`src/sv/tcsp_pkg.sv`:
```
// Package for the table cell slot placer.
// Holds the transfer item types, register codes, controller states and the
// command and status bundles shared by the controller and the datapath.
package tcsp_pkg;

    localparam int ROW_W      = 6;
    localparam int CELL_W     = 8;
    localparam int SPAN_W     = 16;
    localparam int CNT_W      = 7;
    localparam int BUDGET_W   = 13;
    localparam int AREA_W     = 14;
    localparam int CFG_DATA_W = 13;
    localparam int CFG_IDX_W  = 2;

    // Largest value a seven-bit limit register can hold.
    localparam int LIMIT_MAX = 127;

    localparam logic [CFG_IDX_W-1:0] REG_ROWS_IN_USE    = 2'd0;
    localparam logic [CFG_IDX_W-1:0] REG_COLUMNS_IN_USE = 2'd1;
    localparam logic [CFG_IDX_W-1:0] REG_CELL_BUDGET    = 2'd2;

    localparam logic [CNT_W-1:0]    ROWS_RESET    = 7'd0;
    localparam logic [CNT_W-1:0]    COLUMNS_RESET = 7'd64;
    localparam logic [BUDGET_W-1:0] BUDGET_RESET  = 13'd4096;

    typedef struct packed {
        logic              first_cell;
        logic [ROW_W-1:0]  row_number;
        logic [CELL_W-1:0] cell_number;
        logic [SPAN_W-1:0] raw_row_span;
        logic [SPAN_W-1:0] raw_column_span;
    } in_item_t;

    typedef struct packed {
        logic                placed;
        logic [ROW_W-1:0]    echo_row;
        logic [CELL_W-1:0]   echo_cell;
        logic [CNT_W-1:0]    row_end;
        logic [ROW_W-1:0]    column_start;
        logic [CNT_W-1:0]    column_end;
        logic [CNT_W-1:0]    grid_columns;
        logic [BUDGET_W-1:0] slots_used;
    } out_item_t;

    typedef enum logic [3:0] {
        S_IDLE,
        S_SETUP,
        S_OR_READ,
        S_OR_LAST,
        S_SCAN,
        S_AREA,
        S_CHECK,
        S_WR_READ,
        S_WR_LAST,
        S_DONE
    } state_t;

    typedef struct packed {
        logic load;
        logic setup;
        logic rd_issue;
        logic acc;
        logic scan_step;
        logic area;
        logic commit;
        logic wr;
        logic out_load;
    } cmd_t;

    typedef struct packed {
        logic in_table;
        logic last_issue;
        logic scan_fail;
        logic scan_found;
        logic budget_ok;
        logic out_free;
    } status_t;

endpackage

```
`src/sv/tcsp_ctrl.sv`:
```
// Controller state machine of the table cell slot placer.
// Sequences one cell through setup, row gather, column scan, budget check and
// write-back. Depends on tcsp_pkg.
module tcsp_ctrl (
    input  logic               clk,
    input  logic               rst_n,
    input  logic               in_valid,
    input  tcsp_pkg::status_t  status,
    output logic               in_stall,
    output tcsp_pkg::cmd_t     cmd
);
    import tcsp_pkg::*;

    state_t state_reg;
    state_t state_next;

    always_ff @(posedge clk or negedge rst_n)
    begin
        if (!rst_n)
        begin
            state_reg <= S_IDLE;
        end
        else
        begin
            state_reg <= state_next;
        end
    end

    always_comb
    begin
        state_next = state_reg;
        unique case (state_reg)
            S_IDLE:
            begin
                if (in_valid)
                begin
                    state_next = S_SETUP;
                end
            end
            S_SETUP:
            begin
                state_next = status.in_table ? S_OR_READ : S_DONE;
            end
            S_OR_READ:
            begin
                if (status.last_issue)
                begin
                    state_next = S_OR_LAST;
                end
            end
            S_OR_LAST:
            begin
                state_next = S_SCAN;
            end
            S_SCAN:
            begin
                priority if (status.scan_fail)
                begin
                    state_next = S_DONE;
                end
                else if (status.scan_found)
                begin
                    state_next = S_AREA;
                end
            end
            S_AREA:
            begin
                state_next = S_CHECK;
            end
            S_CHECK:
            begin
                state_next = status.budget_ok ? S_WR_READ : S_DONE;
            end
            S_WR_READ:
            begin
                if (status.last_issue)
                begin
                    state_next = S_WR_LAST;
                end
            end
            S_WR_LAST:
            begin
                state_next = S_DONE;
            end
            S_DONE:
            begin
                if (status.out_free)
                begin
                    state_next = S_IDLE;
                end
            end
            default:
            begin
                state_next = S_IDLE;
            end
        endcase
    end

    always_comb
    begin
        cmd      = '0;
        in_stall = (state_reg != S_IDLE);
        unique case (state_reg)
            S_IDLE:
            begin
                cmd.load = in_valid;
            end
            S_SETUP:
            begin
                cmd.setup = 1'b1;
            end
            S_OR_READ:
            begin
                cmd.rd_issue = 1'b1;
                cmd.acc      = 1'b1;
            end
            S_OR_LAST:
            begin
                cmd.acc = 1'b1;
            end
            S_SCAN:
            begin
                cmd.scan_step = !status.scan_fail;
            end
            S_AREA:
            begin
                cmd.area = 1'b1;
            end
            S_CHECK:
            begin
                cmd.commit = status.budget_ok;
            end
            S_WR_READ:
            begin
                cmd.rd_issue = 1'b1;
                cmd.wr       = 1'b1;
            end
            S_WR_LAST:
            begin
                cmd.wr = 1'b1;
            end
            S_DONE:
            begin
                cmd.out_load = status.out_free;
            end
            default:
            begin
                cmd = '0;
            end
        endcase
    end

endmodule

```
`src/sv/tcsp_datapath.sv`:
```
// Datapath of the table cell slot placer: configuration registers, the
// occupancy memory with per-row valid bits, the column scanner, the counters
// and the output register. Depends on tcsp_pkg; driven by tcsp_ctrl.
module tcsp_datapath #(
    parameter int MAX_ROWS    = 64,
    parameter int MAX_COLUMNS = 64
) (
    input  logic                                 clk,
    input  logic                                 rst_n,
    input  logic                                 cfg_write_enable,
    input  logic [tcsp_pkg::CFG_IDX_W-1:0]       cfg_index,
    input  logic [tcsp_pkg::CFG_DATA_W-1:0]      cfg_data,
    input  tcsp_pkg::in_item_t                   in_data,
    input  logic                                 out_stall,
    output logic                                 out_valid,
    output tcsp_pkg::out_item_t                  out_data,
    input  tcsp_pkg::cmd_t                       cmd,
    output tcsp_pkg::status_t                    status
);
    import tcsp_pkg::*;

    // Rows and columns past the largest limit register value are never reached.
    localparam int ROW_DEPTH = (MAX_ROWS < LIMIT_MAX) ? MAX_ROWS : LIMIT_MAX;
    localparam int COL_DEPTH = (MAX_COLUMNS < LIMIT_MAX) ? MAX_COLUMNS : LIMIT_MAX;
    localparam int RAW = (ROW_DEPTH > 1) ? $clog2(ROW_DEPTH) : 1;
    localparam int CAW = (COL_DEPTH > 1) ? $clog2(COL_DEPTH) : 1;

    logic [CNT_W-1:0]    rows_cfg_reg;
    logic [CNT_W-1:0]    cols_cfg_reg;
    logic [BUDGET_W-1:0] budget_cfg_reg;

    in_item_t            item_reg;
    logic [CNT_W-1:0]    rs_reg;
    logic [CNT_W-1:0]    row_end_reg;
    logic [CNT_W-1:0]    ptr_reg;
    logic [COL_DEPTH-1:0] mask_reg;
    logic [CNT_W-1:0]    scan_col_reg;
    logic [CNT_W-1:0]    run_start_reg;
    logic [CNT_W-1:0]    run_len_reg;
    logic [CNT_W-1:0]    col_reg;
    logic [CNT_W-1:0]    cs_reg;
    logic [AREA_W-1:0]   area_reg;
    logic [BUDGET_W-1:0] slot_count_reg;
    logic [CNT_W-1:0]    widest_reg;
    logic                placed_reg;

    logic [COL_DEPTH-1:0] mem [ROW_DEPTH];
    logic [ROW_DEPTH-1:0] row_valid_reg;
    logic [COL_DEPTH-1:0] rd_data_reg;
    logic                 rd_valid_reg;
    logic [RAW-1:0]       rd_addr_reg;
    logic                 pend_reg;

    logic                out_valid_reg;
    out_item_t           out_data_reg;

    logic [CNT_W-1:0]    rc;
    logic [CNT_W-1:0]    mc;
    logic [CNT_W-1:0]    rows_left;
    logic [SPAN_W-1:0]   rspan_eff;
    logic [SPAN_W-1:0]   cspan_eff;
    logic [CNT_W-1:0]    rs_next;
    logic [RAW-1:0]      rd_addr;
    logic [COL_DEPTH-1:0] rd_data_eff;
    logic [COL_DEPTH-1:0] rect;
    logic                wr_en;
    logic                scan_bit;
    logic [CNT_W-1:0]    run_len_inc;
    logic                scan_fail;
    logic                scan_found;
    logic [CNT_W:0]      col_end_wide;
    logic [AREA_W:0]     slot_sum;

    assign rc = (rows_cfg_reg > CNT_W'(ROW_DEPTH)) ? CNT_W'(ROW_DEPTH) : rows_cfg_reg;
    assign mc = (cols_cfg_reg > CNT_W'(COL_DEPTH)) ? CNT_W'(COL_DEPTH) : cols_cfg_reg;
    assign rows_left = rc - {1'b0, item_reg.row_number};
    assign rspan_eff = (item_reg.raw_row_span == '0) ? SPAN_W'(1) : item_reg.raw_row_span;
    assign cspan_eff = (item_reg.raw_column_span == '0) ? SPAN_W'(1)
                                                        : item_reg.raw_column_span;
    assign rs_next = (rspan_eff < SPAN_W'(rows_left)) ? rspan_eff[CNT_W-1:0] : rows_left;

    assign rd_addr     = ptr_reg[RAW-1:0];
    assign rd_data_eff = rd_valid_reg ? rd_data_reg : '0;
    assign wr_en       = cmd.wr && pend_reg;

    assign scan_bit    = mask_reg[scan_col_reg[CAW-1:0]];
    assign run_len_inc = run_len_reg + 7'd1;
    assign scan_fail   = (scan_col_reg >= mc);
    assign scan_found  = !scan_fail && !scan_bit
                         && ((SPAN_W'(run_len_inc) == cspan_eff) || (scan_col_reg == mc - 7'd1));

    assign col_end_wide = {1'b0, col_reg} + {1'b0, cs_reg};
    assign slot_sum     = {2'b00, slot_count_reg} + {1'b0, area_reg};

    always_comb
    begin
        for (int i = 0; i < COL_DEPTH; i++)
        begin
            rect[i] = ((CNT_W+1)'(i) >= {1'b0, col_reg}) && ((CNT_W+1)'(i) < col_end_wide);
        end
    end

    always_comb
    begin
        status.in_table   = ({1'b0, item_reg.row_number} < rc);
        status.last_issue = (ptr_reg == row_end_reg - 7'd1);
        status.scan_fail  = scan_fail;
        status.scan_found = scan_found;
        status.budget_ok  = (area_reg <= AREA_W'(budget_cfg_reg))
                            && (slot_sum <= (AREA_W+1)'(budget_cfg_reg));
        status.out_free   = !out_valid_reg || !out_stall;
    end

    always_ff @(posedge clk or negedge rst_n)
    begin
        if (!rst_n)
        begin
            rows_cfg_reg   <= ROWS_RESET;
            cols_cfg_reg   <= COLUMNS_RESET;
            budget_cfg_reg <= BUDGET_RESET;
        end
        else if (cfg_write_enable)
        begin
            unique case (cfg_index)
                REG_ROWS_IN_USE:    rows_cfg_reg   <= cfg_data[CNT_W-1:0];
                REG_COLUMNS_IN_USE: cols_cfg_reg   <= cfg_data[CNT_W-1:0];
                REG_CELL_BUDGET:    budget_cfg_reg <= cfg_data[BUDGET_W-1:0];
                default:            rows_cfg_reg   <= rows_cfg_reg;
            endcase
        end
    end

    always_ff @(posedge clk or negedge rst_n)
    begin
        if (!rst_n)
        begin
            row_valid_reg  <= '0;
            slot_count_reg <= '0;
            widest_reg     <= '0;
            placed_reg     <= 1'b0;
            pend_reg       <= 1'b0;
            rd_valid_reg   <= 1'b0;
            out_valid_reg  <= 1'b0;
        end
        else
        begin
            pend_reg <= cmd.rd_issue;
            if (cmd.rd_issue)
            begin
                rd_valid_reg <= row_valid_reg[rd_addr];
            end
            if (cmd.load)
            begin
                placed_reg <= 1'b0;
                if (in_data.first_cell)
                begin
                    row_valid_reg  <= '0;
                    slot_count_reg <= '0;
                    widest_reg     <= '0;
                end
            end
            if (wr_en)
            begin
                row_valid_reg[rd_addr_reg] <= 1'b1;
            end
            if (cmd.commit)
            begin
                placed_reg     <= 1'b1;
                slot_count_reg <= slot_sum[BUDGET_W-1:0];
                if (col_end_wide[CNT_W-1:0] > widest_reg)
                begin
                    widest_reg <= col_end_wide[CNT_W-1:0];
                end
            end
            if (cmd.out_load)
            begin
                out_valid_reg <= 1'b1;
            end
            else if (!out_stall)
            begin
                out_valid_reg <= 1'b0;
            end
        end
    end

    always_ff @(posedge clk)
    begin
        if (cmd.rd_issue)
        begin
            rd_data_reg <= mem[rd_addr];
            rd_addr_reg <= rd_addr;
        end
        if (wr_en)
        begin
            mem[rd_addr_reg] <= rd_data_eff | rect;
        end
    end

    always_ff @(posedge clk)
    begin
        if (cmd.load)
        begin
            item_reg <= in_data;
        end
        if (cmd.setup)
        begin
            rs_reg        <= rs_next;
            row_end_reg   <= {1'b0, item_reg.row_number} + rs_next;
            ptr_reg       <= {1'b0, item_reg.row_number};
            mask_reg      <= '0;
            scan_col_reg  <= '0;
            run_start_reg <= '0;
            run_len_reg   <= '0;
        end
        if (cmd.rd_issue)
        begin
            ptr_reg <= ptr_reg + 7'd1;
        end
        if (cmd.acc && pend_reg)
        begin
            mask_reg <= mask_reg | rd_data_eff;
        end
        if (cmd.scan_step)
        begin
            scan_col_reg <= scan_col_reg + 7'd1;
            if (scan_bit)
            begin
                run_len_reg   <= '0;
                run_start_reg <= scan_col_reg + 7'd1;
            end
            else
            begin
                run_len_reg <= run_len_inc;
            end
            if (scan_found)
            begin
                col_reg <= run_start_reg;
                cs_reg  <= run_len_inc;
            end
        end
        if (cmd.area)
        begin
            area_reg <= AREA_W'(rs_reg) * AREA_W'(cs_reg);
        end
        if (cmd.commit)
        begin
            ptr_reg <= {1'b0, item_reg.row_number};
        end
        if (cmd.out_load)
        begin
            out_data_reg.placed       <= placed_reg;
            out_data_reg.echo_row     <= item_reg.row_number;
            out_data_reg.echo_cell    <= item_reg.cell_number;
            out_data_reg.row_end      <= placed_reg ? row_end_reg : '0;
            out_data_reg.column_start <= placed_reg ? col_reg[ROW_W-1:0] : '0;
            out_data_reg.column_end   <= placed_reg ? col_end_wide[CNT_W-1:0] : '0;
            out_data_reg.grid_columns <= widest_reg;
            out_data_reg.slots_used   <= slot_count_reg;
        end
    end

    assign out_valid = out_valid_reg;
    assign out_data  = out_data_reg;

endmodule

```
`src/sv/table_cell_slot_placer_unit.sv`:
```
// Top level of the table cell slot placer.
// Joins the controller tcsp_ctrl and the datapath tcsp_datapath; uses tcsp_pkg.
//
// Usage: cells arrive on the input channel (in_valid, in_stall, in_data) in row
// order, one transfer per cell; a cell with first_cell set starts a new table
// and clears the occupancy bitmap and the counters. Each cell gives exactly one
// result transfer on the output channel (out_valid, out_stall, out_data).
// cfg_write_enable, cfg_index and cfg_data write rows_in_use, columns_in_use and
// cell_budget; the user must do so only while the block is idle (unenforced).
//
// One cell is in flight at a time. The time from transfer to result grows with
// the clamped row span and with the number of columns scanned; a skipped cell
// finishes sooner. The time is set by the single read port of the occupancy
// memory, which is read once per covered row to gather the rows and again to
// write them back, and by the scanner that examines one column per cycle.
//
// Reset clears the controller, the counters and the per-row valid bits, so the
// bitmap reads as empty at once. A new cell is taken while a finished result
// waits in the output register; when out_stall holds, the next result waits
// in its final state until the output register is free.
module table_cell_slot_placer_unit #(
    parameter int MAX_ROWS    = 64,
    parameter int MAX_COLUMNS = 64
) (
    input  logic                             clk,
    input  logic                             rst_n,
    input  logic                             cfg_write_enable,
    input  logic [tcsp_pkg::CFG_IDX_W-1:0]   cfg_index,
    input  logic [tcsp_pkg::CFG_DATA_W-1:0]  cfg_data,
    input  logic                             in_valid,
    output logic                             in_stall,
    input  tcsp_pkg::in_item_t               in_data,
    output logic                             out_valid,
    input  logic                             out_stall,
    output tcsp_pkg::out_item_t              out_data
);
    import tcsp_pkg::*;

    cmd_t    cmd;
    status_t status;

    tcsp_ctrl u_ctrl (
        .clk      (clk),
        .rst_n    (rst_n),
        .in_valid (in_valid),
        .status   (status),
        .in_stall (in_stall),
        .cmd      (cmd)
    );

    tcsp_datapath #(
        .MAX_ROWS    (MAX_ROWS),
        .MAX_COLUMNS (MAX_COLUMNS)
    ) u_datapath (
        .clk              (clk),
        .rst_n            (rst_n),
        .cfg_write_enable (cfg_write_enable),
        .cfg_index        (cfg_index),
        .cfg_data         (cfg_data),
        .in_data          (in_data),
        .out_stall        (out_stall),
        .out_valid        (out_valid),
        .out_data         (out_data),
        .cmd              (cmd),
        .status           (status)
    );

    assert property (@(posedge clk) disable iff (!rst_n)
        (in_valid && !in_stall) |=> in_stall)
        else $error("A second cell was taken while one is in flight.");

    assert property (@(posedge clk) disable iff (!rst_n)
        $rose(out_valid) |-> $past(cmd.out_load))
        else $error("A result appeared without a result load.");

    assert property (@(posedge clk) disable iff (!rst_n)
        cmd.rd_issue |-> (!cmd.scan_step && !cmd.out_load && !cmd.commit))
        else $error("A memory read overlapped another phase of the cell.");

endmodule
```
`config.mk`:
```
export PLATFORM = sky130hd
export DESIGN_NAME = table_cell_slot_placer_unit
export DESIGN_NICKNAME = d
export VERILOG_FILES = /design/src/sv/tcsp_pkg.sv /design/src/sv/tcsp_ctrl.sv /design/src/sv/tcsp_datapath.sv /design/src/sv/table_cell_slot_placer_unit.sv
export SDC_FILE = /design/constraint.sdc
export NUM_CORES = 2
export LEC_CHECK = 0
export BUFFER_PORTS_ARGS = -buffer_cell sky130_fd_sc_hd__clkbuf_2
export CORE_ASPECT_RATIO = 0.6
export CORE_MARGIN = 2
export CORE_UTILIZATION = 34
export CTS_BUF_LIST = sky130_fd_sc_hd__clkbuf_8
export DETAILED_ROUTE_END_ITERATION = 7
export GPL_TIMING_DRIVEN = 0
export RECOVER_POWER = 50
export SLEW_MARGIN = 20
export SYNTH_ARGS = -nofsm -noshare
export SYNTH_HDL_FRONTEND = slang
export SYNTH_SLANG_ARGS = --single-unit
```
`constraint.sdc`:
```
create_clock -name clk -period 13.16 [get_ports clk]
set_input_delay 1.974 -clock clk [delete_from_list [all_inputs] [get_ports clk]]
set_output_delay 1.974 -clock clk [all_outputs]
set_load 0.05 [all_outputs]
```
==> results.py <==
metrics = {
    "global_route": {
        "grt_pass1_wl_um": 706700,
        "grt_antenna_before_repair": 65,
        "grt_overflow": 0,
        "grt_use_total_pct": 19.13,
        "grt_pass1_vias": 87999,
        "grt_max_degree": 66,
    },
    "logic_synthesis": {
        "synth_top_area_share_pct": 74.46,
        "avgSynthCellArea_um2": 22.88,
        "syn_nets": 7954,
        "synth_cell_types": 82,
        "synth_fa_ha_area_share_pct": 1.129,
        "async_flop_share_pct": 2.633,
        "synthSimpleGateAreaFrac_pct": 1.633,
        "muxShareOfSynthArea_pct": 17.85,
        "post-synth-top-area-cell": "edfxtp_1",
        "synth_edf_count": 4393,
        "synth_compound_area_share_pct": 1.631,
        "syn_area_mm2": 0.1772,
        "synth_most_common_cell": "edfxtp_1",
        "yosys-top-cells-area": "edfxtp_1 74%, mux4_2 17%, dfrtp_1 1.7%",
        "synthTopCellsByCount": "4,393 x edfxtp_1, 1,373 x mux4_2, 259 x clkbuf_1",
        "yosys.area_share.xor_xnor_pct": 0.3672,
        "synth_top_family_by_area": "multiplexers",
        "yosys_warnings": 0,
        "synth_cells": 7744,
        "synth_ff_type": "edfxtp_1",
        "ys_ff_latch": 4520,
        "synth-seq-area-share_pct": 76.23,
    },
    "sta": {
        "finalSetupTns_ns": 0,
        "final-setup-viol-count": 0,
        "worst_pin_slew_ns": 3.831,
        "rsz0062_at_grt": "false",
        "setup_ws_ns": 5.977,
        "relSlewSlack_pct": -155.4,
        "finalCriticalPeriod_ns": 7.183,
        "hold_ws_ns": 0.4180,
        "finalCritPeriodShare_pct": 54.58,
        "clock.fmax_ghz": 0.1392,
        "hold_viol": 0,
        "slew_violations": 3386,
        "skew_ns": 0.05802,
    },
    "drt": {
        "vias_per_cell": 5.653,
        "vias": 91788,
        "drt_iter0_drc": 15040,
        "wire_per_inst_um": 32.00,
        "drcViolationCount": 17,
        "routed_wl_um": 519600,
        "drt-pass1-iter-count": 8,
        "antenna_left": 0,
    },
    "layout": {
        "final_util_pct": 38.55,
        "top_register": "u_datapath.mem",
        "largest_register_ffs": 4096,
        "fin_cells": 16237,
        "area_delta_synth_final_pct": 13.01,
        "nFillCells": 45793,
        "fin_nets": 9027,
        "final_cell_area_mm2": 0.2002,
        "drive_gt1_share_pct": 27.04,
    },
    "run_status": {
        "violations": "design-rule violations, max-capacitance violations, max-slew violations",
        "outcome": "complete, but fails checks",
    },
    "placement": {
        "dp_slack_ns": 7.473,
        "gp_congestion": 0.9388,
        "post-place-cells": 15135,
        "place_area_mm2": 0.1947,
        "dp_hpwl_um": 374900,
        "portBuffers": 123,
    },
    "hold_path": {
        "min_path_type": "flip-flop to flip-flop",
    },
    "power_and_ir_drop": {
        "powerDensity_mw_per_mm2": 199.9,
        "swShare_pct": 34.26,
        "total_power_mw": 40.02,
        "comb_power_share_pct": 33.9,
        "pwr-share-seq_pct": 41.3,
        "pwr-share-clk_pct": 24.8,
        "p_int_mw": 26.31,
        "p_switching_mw": 13.71,
        "power_leakage_nw": 64.11,
        "vdd_drop_max_uv": 118.2,
    },
    "critical_path": {
        "cp.required_ns": 13.84,
        "critPathCaptureType": "flip-flop",
        "crit_type": "flip-flop to flip-flop",
        "cp-start-kind": "flip-flop",
        "arrival_ns": 7.86,
        "crit_fanout": 22,
    },
    "job": {
        "drv_cap": 212,
    },
    "clock_network": {
        "ctsHoldBuffers": 0,
        "cts_inserted_buffers": 610,
        "cts_sinks": 4520,
        "cts_htree_levels": 6,
        "postCtsSetupBuffers": 0,
        "clk_path_buf_depth": 4,
        "cts_resized": 0,
        "clock_latency_ns": 1.13,
        "clk_pin_slew_worst_paths_ns": 0.07,
        "cts_tree": "done",
        "clock-root-buffer": "clkbuf_8",
    },
    "die": {
        "fp.dieW_um": 935.9,
        "core-area_mm2": 0.5194,
        "ioPinCount": 124,
        "rows": 205,
        "initial_core_util_pct": 34.11,
        "die_area_mm2": 0.5271,
        "die_h_um": 563.1,
    },
}
[metal layers]
layer	global-route usage, %	up-vias	share of wire, %
li1	-	35034	-
met1	29.29	49324	43
met2	24.43	6524	39
met3	8.630	882	16
met4	4.479	24	2.5
met5	1.241	-	0.21
[power groups by stage]
| stage | combinational (mW) | clock, mW | sequential, mW |
|---|---|---|---|
| after floorplan | 7.87 | 0 | 16.7 |
| after global placement | 13.0 | 0 | 16.8 |
| after detailed placement | 13.3 | 0 | 16.8 |
| after CTS | 13.4 | 10.0 | 16.5 |
| after global routing | 14.0 | 10.7 | 16.6 |
| final | 13.6 | 9.93 | 16.5 |
[placed cells by master, fill, tap and decap left out, drive strengths merged, types with 38 or more instances in the layout]
| cell type | n |
|---|---|
| o21ai | 89 |
| a21o | 84 |
| ha | 115 |
| nand2 | 184 |
| clkbuf | 1288 |
| a32o | 39 |
| dfrtp | 117 |
| a21oi | 137 |
| nor2 | 227 |
| edfxtp | 4393 |
| and2 | 41 |
| xnor2 | 46 |
| mux2 | 38 |
| nand3 | 45 |
| clkinv | 195 |
| diode | 45 |
| buf | 198 |
| inv | 315 |
| mux4 | 1373 |
[critical path, cell delays in order, from the launching register on]
cell and delay (ns):
dfrtp_1 0.37, clkbuf_1 0.37, nand3_1 0.16, o21ai_0 0.47, and3_1 0.33, nand2_1 0.22, nor2_1 1.35, clkbuf_1 1.35
clkbuf_1 0.91, clkbuf_1 1.13
[cell families (layout without fill, tap and decap cells)]
group	after synthesis	after routing
buffers and inverters	506	2020
adder cells (fa/ha/maj)	143	143
AO/OA/AOI/OAI	440	440
AND/OR/NAND/NOR	626	626
XOR/XNOR	71	71
other	0	45
flip-flops	4520	4520
multiplexers	1438	1438
[final cells by class]
cell class              instances  area [um^2]  share of cell area (%)
clock buffers                 628         8643                   4.317
plain buffers                 397         1740                  0.8693
well taps                    6934         8676                   4.333
inverters                     109        410.4                  0.2050
flip-flops and latches       4520       135100                   67.46
multi-input cells            2718        40550                   20.25
diodes                         45        112.6                 0.05624
clock inverters               425         1998                  0.9980
repair buffers                461         3032                   1.514
[final timing paths]
path                                         start                            to  slack (ns)  cells past startpoint
setup / recovery               u_ctrl.state_reg[0]        u_datapath.mem[42][25]        5.98                      9
hold / removal             u_datapath.item_reg[37]       u_datapath.out_data[45]        0.42                      0
setup reg to reg               u_ctrl.state_reg[0]        u_datapath.mem[42][25]        5.98                      9
hold reg to reg            u_datapath.item_reg[37]       u_datapath.out_data[45]        0.42                      0
max in group asynchronous                    rst_n       u_datapath.rd_valid_reg        6.49                      2
min in group asynchronous                    rst_n  u_datapath.slot_count_reg[9]        2.15                      1
(Power assumes the default switching activity.)
